$ cat src/rtl/core/pde_pkg.sv
// Package for the Playfair digraph encryptor: letter codes, request and job
// types, back-end states and the small square-geometry helper functions.
// Depends on nothing; every other file of the block but pde_ram imports it.
package pde_pkg;

	localparam int SQUARE_SIDE  = 5;
	localparam int SQUARE_SIZE  = SQUARE_SIDE * SQUARE_SIDE;
	localparam int LETTER_COUNT = 26;
	localparam int LETTER_W     = 5;
	localparam int RC_W         = 3;
	localparam int QUEUE_DEPTH  = 4;
	localparam int QPTR_W       = $clog2(QUEUE_DEPTH);
	localparam int QCNT_W       = $clog2(QUEUE_DEPTH + 1);

	typedef logic [LETTER_W-1:0] letter_t;
	typedef logic [RC_W-1:0]     rc_t;

	localparam letter_t CODE_I = letter_t'(8);
	localparam letter_t CODE_J = letter_t'(9);
	localparam letter_t CODE_X = letter_t'(23);

	// Request codes carried by req_type.
	typedef enum logic [1:0] {
		REQ_KEY_LETTER  = 2'd0,
		REQ_KEY_END     = 2'd1,
		REQ_TEXT_LETTER = 2'd2,
		REQ_MSG_END     = 2'd3
	} req_type_t;

	// Work handed from the front end to the back end.
	typedef enum logic [1:0] {
		JOB_PLACE = 2'd0,
		JOB_FILL  = 2'd1,
		JOB_PAIR  = 2'd2
	} job_kind_t;

	typedef struct packed {
		job_kind_t kind;
		letter_t   first;
		letter_t   second;
		logic      last;
	} job_t;

	typedef enum logic [2:0] {
		ST_IDLE,
		ST_FILL,
		ST_POS,
		ST_SQ,
		ST_OUT_A,
		ST_OUT_B
	} back_state_t;

	// The letter j shares the square cell of i.
	function automatic letter_t fold_j(input letter_t c);
		return (c == CODE_J) ? CODE_I : c;
	endfunction

	// Row of a square position: position * 13 / 64 equals position / 5 below 25.
	function automatic rc_t pos_row(input letter_t p);
		logic [8:0] prod;
		prod = 9'(p) * 9'd13;
		return prod[8:6];
	endfunction

	// Column of a square position.
	function automatic rc_t pos_col(input letter_t p);
		rc_t     r;
		letter_t t;
		r = pos_row(p);
		t = p - (letter_t'({r, 2'b00}) + letter_t'(r));
		return t[RC_W-1:0];
	endfunction

	// Step to the next row or column with wraparound.
	function automatic rc_t rc_next(input rc_t x);
		return (x == rc_t'(SQUARE_SIDE - 1)) ? rc_t'(0) : x + rc_t'(1);
	endfunction

	// Row-major square index.
	function automatic letter_t sq_index(input rc_t r, input rc_t c);
		return letter_t'({r, 2'b00}) + letter_t'(r) + letter_t'(c);
	endfunction

endpackage

$ cat src/rtl/core/pde_ram.sv
// Generic RAM with one write port and two registered read ports.
// Self-contained; used for the letter square and the letter position table.
module pde_ram #(
	parameter int WIDTH = 5,
	parameter int DEPTH = 32
) (
	input  logic                     clk,
	input  logic                     we,
	input  logic [$clog2(DEPTH)-1:0] waddr,
	input  logic [WIDTH-1:0]         wdata,
	input  logic [$clog2(DEPTH)-1:0] raddr_a,
	input  logic [$clog2(DEPTH)-1:0] raddr_b,
	output logic [WIDTH-1:0]         rdata_a,
	output logic [WIDTH-1:0]         rdata_b
);

	logic [WIDTH-1:0] mem_q [DEPTH];

	// Write port.
	always_ff @(posedge clk) begin
		if (we) begin
			mem_q[waddr] <= wdata;
		end
	end

	// Two registered read ports.
	always_ff @(posedge clk) begin
		rdata_a <= mem_q[raddr_a];
		rdata_b <= mem_q[raddr_b];
	end

endmodule

$ cat src/rtl/core/pde_front.sv
// Front end: accepts requests, holds the filler register, the key-done flag
// and the open digraph letter, and turns requests into back-end jobs.
// Depends on pde_pkg.
module pde_front (
	input  logic            clk,
	input  logic            arst_n,
	input  logic            in_valid,
	output logic            in_stall,
	input  logic [1:0]      req_type,
	input  logic [4:0]      letter,
	input  logic            cfg_valid,
	output logic            cfg_ready,
	input  logic [4:0]      cfg_data,
	output logic            q_push,
	output pde_pkg::job_t   q_job,
	input  logic            q_full
);
	import pde_pkg::*;

	letter_t filler_q;
	logic    key_done_q;
	logic    held_valid_q;
	letter_t held_q;

	logic    accept;
	logic    in_range;
	letter_t text_c;
	letter_t pad;
	logic    key_done_d;
	logic    held_valid_d;
	letter_t held_d;

	// The queue is the only source of back pressure.
	assign in_stall  = q_full;
	assign cfg_ready = 1'b1;
	assign accept    = in_valid && !in_stall;
	assign in_range  = (letter < letter_t'(LETTER_COUNT));
	assign text_c    = fold_j(letter);
	assign pad       = fold_j((filler_q >= letter_t'(LETTER_COUNT)) ? CODE_X : filler_q);

	// Filler register.
	always_ff @(posedge clk or negedge arst_n) begin
		if (!arst_n) begin
			filler_q <= CODE_X;
		end else if (cfg_valid && cfg_ready) begin
			filler_q <= cfg_data;
		end
	end

	// Classify the request and build a job.
	always_comb begin
		q_push       = 1'b0;
		q_job        = '{kind: JOB_PLACE, first: text_c, second: pad, last: 1'b0};
		key_done_d   = key_done_q;
		held_valid_d = held_valid_q;
		held_d       = held_q;
		if (accept) begin
			unique case (req_type_t'(req_type))
				REQ_KEY_LETTER: begin
					if (!key_done_q && in_range) begin
						q_push = 1'b1;
					end
				end
				REQ_KEY_END: begin
					if (!key_done_q) begin
						q_push     = 1'b1;
						q_job.kind = JOB_FILL;
						key_done_d = 1'b1;
					end
				end
				REQ_TEXT_LETTER: begin
					if (key_done_q && in_range) begin
						if (!held_valid_q) begin
							held_d       = text_c;
							held_valid_d = 1'b1;
						end else if (held_q == text_c) begin
							// Doubled letter: pad the first, keep the second open.
							q_push      = 1'b1;
							q_job.kind  = JOB_PAIR;
							q_job.first = held_q;
						end else begin
							q_push       = 1'b1;
							q_job.kind   = JOB_PAIR;
							q_job.first  = held_q;
							q_job.second = text_c;
							held_valid_d = 1'b0;
						end
					end
				end
				REQ_MSG_END: begin
					if (key_done_q && held_valid_q) begin
						q_push       = 1'b1;
						q_job.kind   = JOB_PAIR;
						q_job.first  = held_q;
						q_job.last   = 1'b1;
						held_valid_d = 1'b0;
					end
				end
			endcase
		end
	end

	// Control state.
	always_ff @(posedge clk or negedge arst_n) begin
		if (!arst_n) begin
			key_done_q   <= 1'b0;
			held_valid_q <= 1'b0;
		end else begin
			key_done_q   <= key_done_d;
			held_valid_q <= held_valid_d;
		end
	end

	// Open digraph letter.
	always_ff @(posedge clk) begin
		held_q <= held_d;
	end

`ifndef ASSERT_OFF
	a_held_after_key: assert property (@(posedge clk) disable iff (!arst_n)
		held_valid_q |-> key_done_q)
		else $error("open digraph letter held before the key was finished");
`endif

endmodule

$ cat src/rtl/core/pde_queue.sv
// Short job queue between the front end and the back end.
// Depends on pde_pkg.
module pde_queue (
	input  logic          clk,
	input  logic          arst_n,
	input  logic          push,
	input  pde_pkg::job_t push_job,
	output logic          full,
	input  logic          pop,
	output pde_pkg::job_t head_job,
	output logic          empty
);
	import pde_pkg::*;

	job_t                slot_q [QUEUE_DEPTH];
	logic [QPTR_W-1:0]   wr_ptr_q;
	logic [QPTR_W-1:0]   rd_ptr_q;
	logic [QCNT_W-1:0]   count_q;

	assign full     = (count_q == QCNT_W'(QUEUE_DEPTH));
	assign empty    = (count_q == '0);
	assign head_job = slot_q[rd_ptr_q];

	// Pointers and fill level.
	always_ff @(posedge clk or negedge arst_n) begin
		if (!arst_n) begin
			wr_ptr_q <= '0;
			rd_ptr_q <= '0;
			count_q  <= '0;
		end else begin
			if (push) begin
				wr_ptr_q <= wr_ptr_q + QPTR_W'(1);
			end
			if (pop) begin
				rd_ptr_q <= rd_ptr_q + QPTR_W'(1);
			end
			if (push && !pop) begin
				count_q <= count_q + QCNT_W'(1);
			end else if (pop && !push) begin
				count_q <= count_q - QCNT_W'(1);
			end
		end
	end

	// Job storage.
	always_ff @(posedge clk) begin
		if (push) begin
			slot_q[wr_ptr_q] <= push_job;
		end
	end

`ifndef ASSERT_OFF
	a_no_overflow: assert property (@(posedge clk) disable iff (!arst_n)
		(full && !pop) |=> (count_q == QCNT_W'(QUEUE_DEPTH)) && !$past(push))
		else $error("job queue written while full");
`endif

endmodule

$ cat src/rtl/core/pde_back.sv
// Back end: builds the letter square from place and fill jobs and encrypts
// digraph jobs through the position table and the square.
// Depends on pde_pkg and pde_ram.
module pde_back (
	input  logic          clk,
	input  logic          arst_n,
	input  logic          q_empty,
	input  pde_pkg::job_t q_job,
	output logic          q_pop,
	output logic          out_valid,
	input  logic          out_stall,
	output logic [4:0]    cipher_letter,
	output logic          last_of_message
);
	import pde_pkg::*;

	back_state_t state_q;
	back_state_t state_d;
	logic [LETTER_COUNT-1:0] used_q;
	letter_t     fill_q;
	letter_t     k_q;
	letter_t     k_d;
	logic        last_q;
	letter_t     ea_q;
	letter_t     eb_q;

	letter_t     cand;
	logic        place_en;
	logic        do_write;
	letter_t     pos_a;
	letter_t     pos_b;
	letter_t     sq_a;
	letter_t     sq_b;
	letter_t     idx_a;
	letter_t     idx_b;
	rc_t         ra;
	rc_t         ca;
	rc_t         rb;
	rc_t         cb;

	// Square: index to letter. Position table: letter to index.
	pde_ram #(.WIDTH(LETTER_W), .DEPTH(SQUARE_SIZE)) u_square (
		.clk     (clk),
		.we      (do_write),
		.waddr   (fill_q),
		.wdata   (cand),
		.raddr_a (idx_a),
		.raddr_b (idx_b),
		.rdata_a (sq_a),
		.rdata_b (sq_b)
	);

	pde_ram #(.WIDTH(LETTER_W), .DEPTH(LETTER_COUNT)) u_position (
		.clk     (clk),
		.we      (do_write),
		.waddr   (cand),
		.wdata   (fill_q),
		.raddr_a (q_job.first),
		.raddr_b (q_job.second),
		.rdata_a (pos_a),
		.rdata_b (pos_b)
	);

	// Square geometry of the looked-up pair.
	always_comb begin
		ra = pos_row(pos_a);
		ca = pos_col(pos_a);
		rb = pos_row(pos_b);
		cb = pos_col(pos_b);
		if (ra == rb) begin
			idx_a = sq_index(ra, rc_next(ca));
			idx_b = sq_index(rb, rc_next(cb));
		end else if (ca == cb) begin
			idx_a = sq_index(rc_next(ra), ca);
			idx_b = sq_index(rc_next(rb), cb);
		end else begin
			idx_a = sq_index(ra, cb);
			idx_b = sq_index(rb, ca);
		end
	end

	// Next state, job pop and square writes.
	always_comb begin
		state_d   = state_q;
		k_d       = k_q;
		q_pop     = 1'b0;
		place_en  = 1'b0;
		cand      = q_job.first;
		out_valid = 1'b0;
		cipher_letter   = ea_q;
		last_of_message = 1'b0;
		unique case (state_q)
			ST_IDLE: begin
				if (!q_empty) begin
					q_pop = 1'b1;
					case (q_job.kind)
						JOB_PLACE: place_en = 1'b1;
						JOB_FILL: begin
							k_d     = '0;
							state_d = ST_FILL;
						end
						JOB_PAIR: state_d = ST_POS;
						default: state_d = ST_IDLE;
					endcase
				end
			end
			ST_FILL: begin
				cand     = k_q;
				place_en = (k_q != CODE_J);
				k_d      = k_q + letter_t'(1);
				if (k_q == letter_t'(LETTER_COUNT - 1)) begin
					state_d = ST_IDLE;
				end
			end
			ST_POS: state_d = ST_SQ;
			ST_SQ:  state_d = ST_OUT_A;
			ST_OUT_A: begin
				out_valid = 1'b1;
				if (!out_stall) begin
					state_d = ST_OUT_B;
				end
			end
			ST_OUT_B: begin
				out_valid       = 1'b1;
				cipher_letter   = eb_q;
				last_of_message = last_q;
				if (!out_stall) begin
					state_d = ST_IDLE;
				end
			end
			default: state_d = ST_IDLE;
		endcase
		do_write = place_en && !used_q[cand] && (fill_q < letter_t'(SQUARE_SIZE));
	end

	// Control state: sequencer, letter-in-square flags, fill count.
	always_ff @(posedge clk or negedge arst_n) begin
		if (!arst_n) begin
			state_q <= ST_IDLE;
			used_q  <= '0;
			fill_q  <= '0;
			k_q     <= '0;
		end else begin
			state_q <= state_d;
			k_q     <= k_d;
			if (do_write) begin
				used_q[cand] <= 1'b1;
				fill_q       <= fill_q + letter_t'(1);
			end
		end
	end

	// Result registers.
	always_ff @(posedge clk) begin
		if (state_q == ST_IDLE) begin
			last_q <= q_job.last;
		end
		if (state_q == ST_SQ) begin
			ea_q <= sq_a;
			eb_q <= sq_b;
		end
	end

`ifndef ASSERT_OFF
	a_fill_bound: assert property (@(posedge clk) disable iff (!arst_n)
		fill_q <= letter_t'(SQUARE_SIZE))
		else $error("square fill count beyond the square size");
	a_used_count: assert property (@(posedge clk) disable iff (!arst_n)
		$countones(used_q) == int'(fill_q))
		else $error("letter flags disagree with the fill count");
	a_fill_complete: assert property (@(posedge clk) disable iff (!arst_n)
		(state_q == ST_FILL && state_d == ST_IDLE) |=> (fill_q == letter_t'(SQUARE_SIZE)))
		else $error("square incomplete after key end");
`endif

endmodule

$ cat src/rtl/core/playfair_digraph_encryptor.sv
// Top level of the Playfair digraph encryptor: front end, job queue, back end.
// Depends on pde_pkg, pde_front, pde_queue and pde_back.
//
//   channel  direction  handshake               payload
//   in       input      in_valid / in_stall     req_type, letter
//   out      output     out_valid / out_stall   cipher_letter, last_of_message
//   cfg      input      cfg_valid / cfg_ready   cfg_data (filler letter)
//
// The front end takes one request a cycle while the four-entry job queue has room.
// In the back end a key letter is placed when it is popped, a key end pops and then
// offers each letter of the alphabet in turn, and a digraph passes the pop, the two
// registered memory reads (position table, then square) and one state for each
// result, plus any output stall.
// arst_n clears the key, the open digraph letter and the queue; filler resets to x.
// in_stall follows the queue being full; out_stall holds the current result.
module playfair_digraph_encryptor (
	input  logic       clk,
	input  logic       arst_n,
	input  logic       in_valid,
	output logic       in_stall,
	input  logic [1:0] req_type,
	input  logic [4:0] letter,
	output logic       out_valid,
	input  logic       out_stall,
	output logic [4:0] cipher_letter,
	output logic       last_of_message,
	input  logic       cfg_valid,
	output logic       cfg_ready,
	input  logic [4:0] cfg_data
);
	import pde_pkg::*;

	logic q_push;
	logic q_full;
	logic q_pop;
	logic q_empty;
	job_t push_job;
	job_t head_job;

	pde_front u_front (
		.clk       (clk),
		.arst_n    (arst_n),
		.in_valid  (in_valid),
		.in_stall  (in_stall),
		.req_type  (req_type),
		.letter    (letter),
		.cfg_valid (cfg_valid),
		.cfg_ready (cfg_ready),
		.cfg_data  (cfg_data),
		.q_push    (q_push),
		.q_job     (push_job),
		.q_full    (q_full)
	);

	pde_queue u_queue (
		.clk      (clk),
		.arst_n   (arst_n),
		.push     (q_push),
		.push_job (push_job),
		.full     (q_full),
		.pop      (q_pop),
		.head_job (head_job),
		.empty    (q_empty)
	);

	pde_back u_back (
		.clk             (clk),
		.arst_n          (arst_n),
		.q_empty         (q_empty),
		.q_job           (head_job),
		.q_pop           (q_pop),
		.out_valid       (out_valid),
		.out_stall       (out_stall),
		.cipher_letter   (cipher_letter),
		.last_of_message (last_of_message)
	);

endmodule

$ cat config.mk
export PLATFORM = sky130hd
export DESIGN_NAME = playfair_digraph_encryptor
export DESIGN_NICKNAME = d
export VERILOG_FILES = /design/src/rtl/core/pde_pkg.sv /design/src/rtl/core/pde_ram.sv /design/src/rtl/core/pde_front.sv /design/src/rtl/core/pde_queue.sv /design/src/rtl/core/pde_back.sv /design/src/rtl/core/playfair_digraph_encryptor.sv
export SDC_FILE = /design/constraint.sdc
export NUM_CORES = 1
export LEC_CHECK = 0
export ABC_AREA = 1
export BUFFER_PORTS_ARGS = -buffer_cell sky130_fd_sc_hd__buf_4
export CORE_ASPECT_RATIO = 1.75
export CORE_MARGIN = 3
export CORE_UTILIZATION = 59
export DETAILED_ROUTE_END_ITERATION = 10
export PLACE_DENSITY = 0.82
export SYNTH_ARGS = -nofsm -noshare
export SYNTH_HDL_FRONTEND = slang
export SYNTH_SLANG_ARGS = --single-unit
$ cat constraint.sdc
create_clock -name clk -period 5.3 [get_ports clk]
set_clock_uncertainty 0.05 [all_clocks]
set_input_delay 0.265 -clock clk [delete_from_list [all_inputs] [get_ports clk]]
set_output_delay 0.265 -clock clk [all_outputs]
set_load 0.005 [all_outputs]
==> qor.yml <==
place:
  numPortBuffers: 24
  placed_cells: 2945
  dpl_cell_area_sq_um: 22600
  place.gp.congestion: 0.963
  dpl.hpwl_microns: 42600
worst_setup_path:
  cp_data_arrival_time_ns: 5.49
  crit_fanout: 22
  critPathKind: "flip-flop to flip-flop"
  cp-end-kind: "flip-flop"
  start_kind: "flip-flop"
  cp.required_ns: 5.74
clock_network:
  clockRootBuffer: "clkbuf_16"
  cts_sinks: 396
  cts.htree.levels: 2
  path_clk_slew_ns: 0.07
  insertion_delay_ns: 0.55
  cts_made_buffers: 37
  clockBufferDepth: 3
  cts_tree: "built"
layout:
  final_cells: 3037
  utilization_pct: 65.9
  final_cell_area_sq_um: 24200
  syn_to_final_growth_pct: 10.2
  drive_gt1_share_pct: 9.99
  fillCellCount: 2932
  antennaDiodeCount: 0
  nNetsFinal: 2621
detailed_routing:
  num_vias: 18200
  via_per_inst: 6.01
  dr.first_iter.drc_count: 2125
  drt.antenna.violating_nets: 0
  dr.pass1.iters: 6
  drc: 0
  wl_per_cell_microns: 20.3
  wirelength_microns: 61600
global_routing:
  grt_pass1_wl_microns: 94700
  grt_max_degree: 72
  grt_pass1_vias: 18100
  grt-ovfl-total: 0
  antenna_found_initial: 0
  track_usage_pct: 30.0
sta:
  hold_viol_final: 0
  worst_pin_slew_ns: 1.27
  fmax_ghz: 0.198
  min_period_ns: 5.04
  max_slew_margin_pct: 15.1
  rsz0062_at_grt: "no"
  period_share_pct: 95.2
  final_max_slew_viol_count: 0
  timing.hold.ws_ns: 0.0525
  setup_viol: 0
synth:
  syn_inst: 2507
  synthDistinctLibCells: 62
  synth_top_area_share_pct: 44.1
  ys_top_cells_by_area: "edfxtp_1, nand2_1, nand3_1"
  synth_top_area_cell: "edfxtp_1"
  yosysWarnings: 0
  ys_seq_area_share_pct: 52.0
  synth_area_per_cell_sq_um: 8.77
  ys.flop_type: "edfxtp_1"
  syn_area_sq_um: 22000
  async_reset_ff_share_pct: 13.4
  synth_edf_count: 323
  yosys_register_bits: 396
  syn_nets: 2594
die:
  fp.dieH_microns: 261
  dieArea_sq_um: 39700
  ios: 26
  core_area_sq_um: 36800
  die_w_microns: 152
  rows: 93
  initial_utilization_pct: 59.8
flow_run:
  maxCapViolCount: 0
min_path:
  hp-class: "input port to flip-flop"
run_status:
  status: "completed"
[Yosys cell counts (21+ instances only)]
cell type  instances
clkbuf_1          48
nand2_2           30
nand2_1          544
buf_2             28
o21ai_0          143
edfxtp_1         323
inv_1            330
buf_4             21
dfrtp_1           49
nand3_1          377
a21oi_1           86
ha_1              61
nor2_1           191
[flip-flops by register name, indices dropped and copies added, names as in the netlist, 26 cells and up]
name,count
u_back.u_position.mem_q,130
u_back.u_square.mem_q,125
u_back.used_q,26
u_queue.slot_q,52
[metrics by stage]
stage                     TNS (ns)  setup WS (ns)
after global routing             0         0.0228
after floorplan                  0          0.525
final                            0          0.257
after global placement           0         0.0873
after detailed placement    -0.126        -0.0495
after CTS                        0         0.0311
[final cells by class]
class                           instances  area [sq um]  area share (%)
Clock buffer                           46          1040            4.30
Clock inverter                         21           189           0.779
Inverter                              355          1340            5.54
Multi-Input combinational cell       1649          8790            36.3
Sequential cell                       396         11400            47.2
Tap cell                              475           594            2.45
Timing Repair Buffer                   94           841            3.47
Timing Repair inverter                  1          7.51          0.0310
[metal layers]
layer	track usage [%]	vias to the layer above	wire, microns
met5	0	-	0
met4	19.1	0	4670
met3	3.37	268	3790
met2	56.9	908	32900
met1	31.4	8591	20300
li1	-	8473	-
[final timing paths]
path | slack (ns) | cells past startpoint | start | end
max | 0.26 | 23 | u_back.u_position.rdata_a[1] | u_back.u_square.rdata_b[0]
min | 0.05 | 4 | req_type[1] | u_front.key_done_q
max reg2reg | 0.26 | 23 | u_back.u_position.rdata_a[1] | u_back.u_square.rdata_b[0]
min reg2reg | 0.36 | 0 | u_back.u_square.rdata_a[2] | u_back.ea_q[2]
max in group asynchronous | 4.45 | 2 | arst_n | u_front.filler_q[3]
min in group asynchronous | 0.28 | 2 | arst_n | u_back.state_q[1]
[worst max-delay path, stage by stage (launching register included)]
cell and delay (ns):
dfxtp_1 0.33, ha_1 0.31, fa_1 0.50, ha_1 0.34, nand2_2 0.10, o21ai_4 0.24
xor2_1 0.27, ha_1 0.22, fa_2 0.48, xor2_1 0.17, a21oi_1 0.28, nand2_2 0.19
inv_1 0.24, nand2_1 0.10, nand2_1 0.07, nand2_1 0.06, o21ai_2 0.22, buf_12 0.25
nand3_1 0.19, nand3_1 0.13, nand3_1 0.09, nand2_1 0.07, nand2_1 0.05, nand2_1 0.06
[what timing repair did]
action / CTS / global route
setup endpoints to repair: 5 / 10
resized for setup: 2 / 28
gates cloned: 0 / 4
pin swaps: 0 / 3
setup buffers: 0 / 2
endpoints found under the hold margin: 62 / 0
hold buffers: 19 / 0
[cells by family (layout without fill, tap and decap cells)]
| family | count (synthesis) | in the layout | synth area share, % |
|---|---|---|---|
| multiplexers | 4 | 4 | 0.205 |
| buffers and inverters | 465 | 517 | 8.87 |
| flip-flops | 396 | 396 | 52.0 |
| XOR/XNOR | 28 | 28 | 1.27 |
| adder cells (fa/ha/maj) | 70 | 70 | 4.29 |
| other | 1 | 1 | 0.0170 |
| AO/OA/AOI/OAI | 351 | 351 | 9.43 |
| AND/OR/NAND/NOR | 1192 | 1195 | 23.9 |
[cell usage in the layout, fill, tap and decap left out, types with 5 or more instances in the layout]
cell / instances
a21oi_1: 86
a31oi_1: 18
buf_12: 7
buf_4: 68
clkbuf_16: 40
clkinv_1: 9
clkinv_2: 5
dfrtp_1: 49
dfxtp_1: 19
dlygate4sd3_1: 19
edfxtp_1: 323
fa_1: 7
ha_1: 58
inv_1: 330
inv_2: 17
nand2_1: 538
nand2_2: 35
nand2_4: 5
nand2_8: 7
nand3_1: 375
nand3_2: 5
nand4_1: 6
nor2_1: 191
nor3_1: 10
o211ai_1: 8
o21ai_0: 143
o21ai_1: 11
o21ai_2: 6
o221ai_1: 20
o22ai_1: 18
o311ai_0: 20
or2_2: 13
xnor2_1: 8
xor2_1: 17
Power is not shown: default switching activity piles up to over one toggle a cycle in this logic, so the estimate is an artifact.
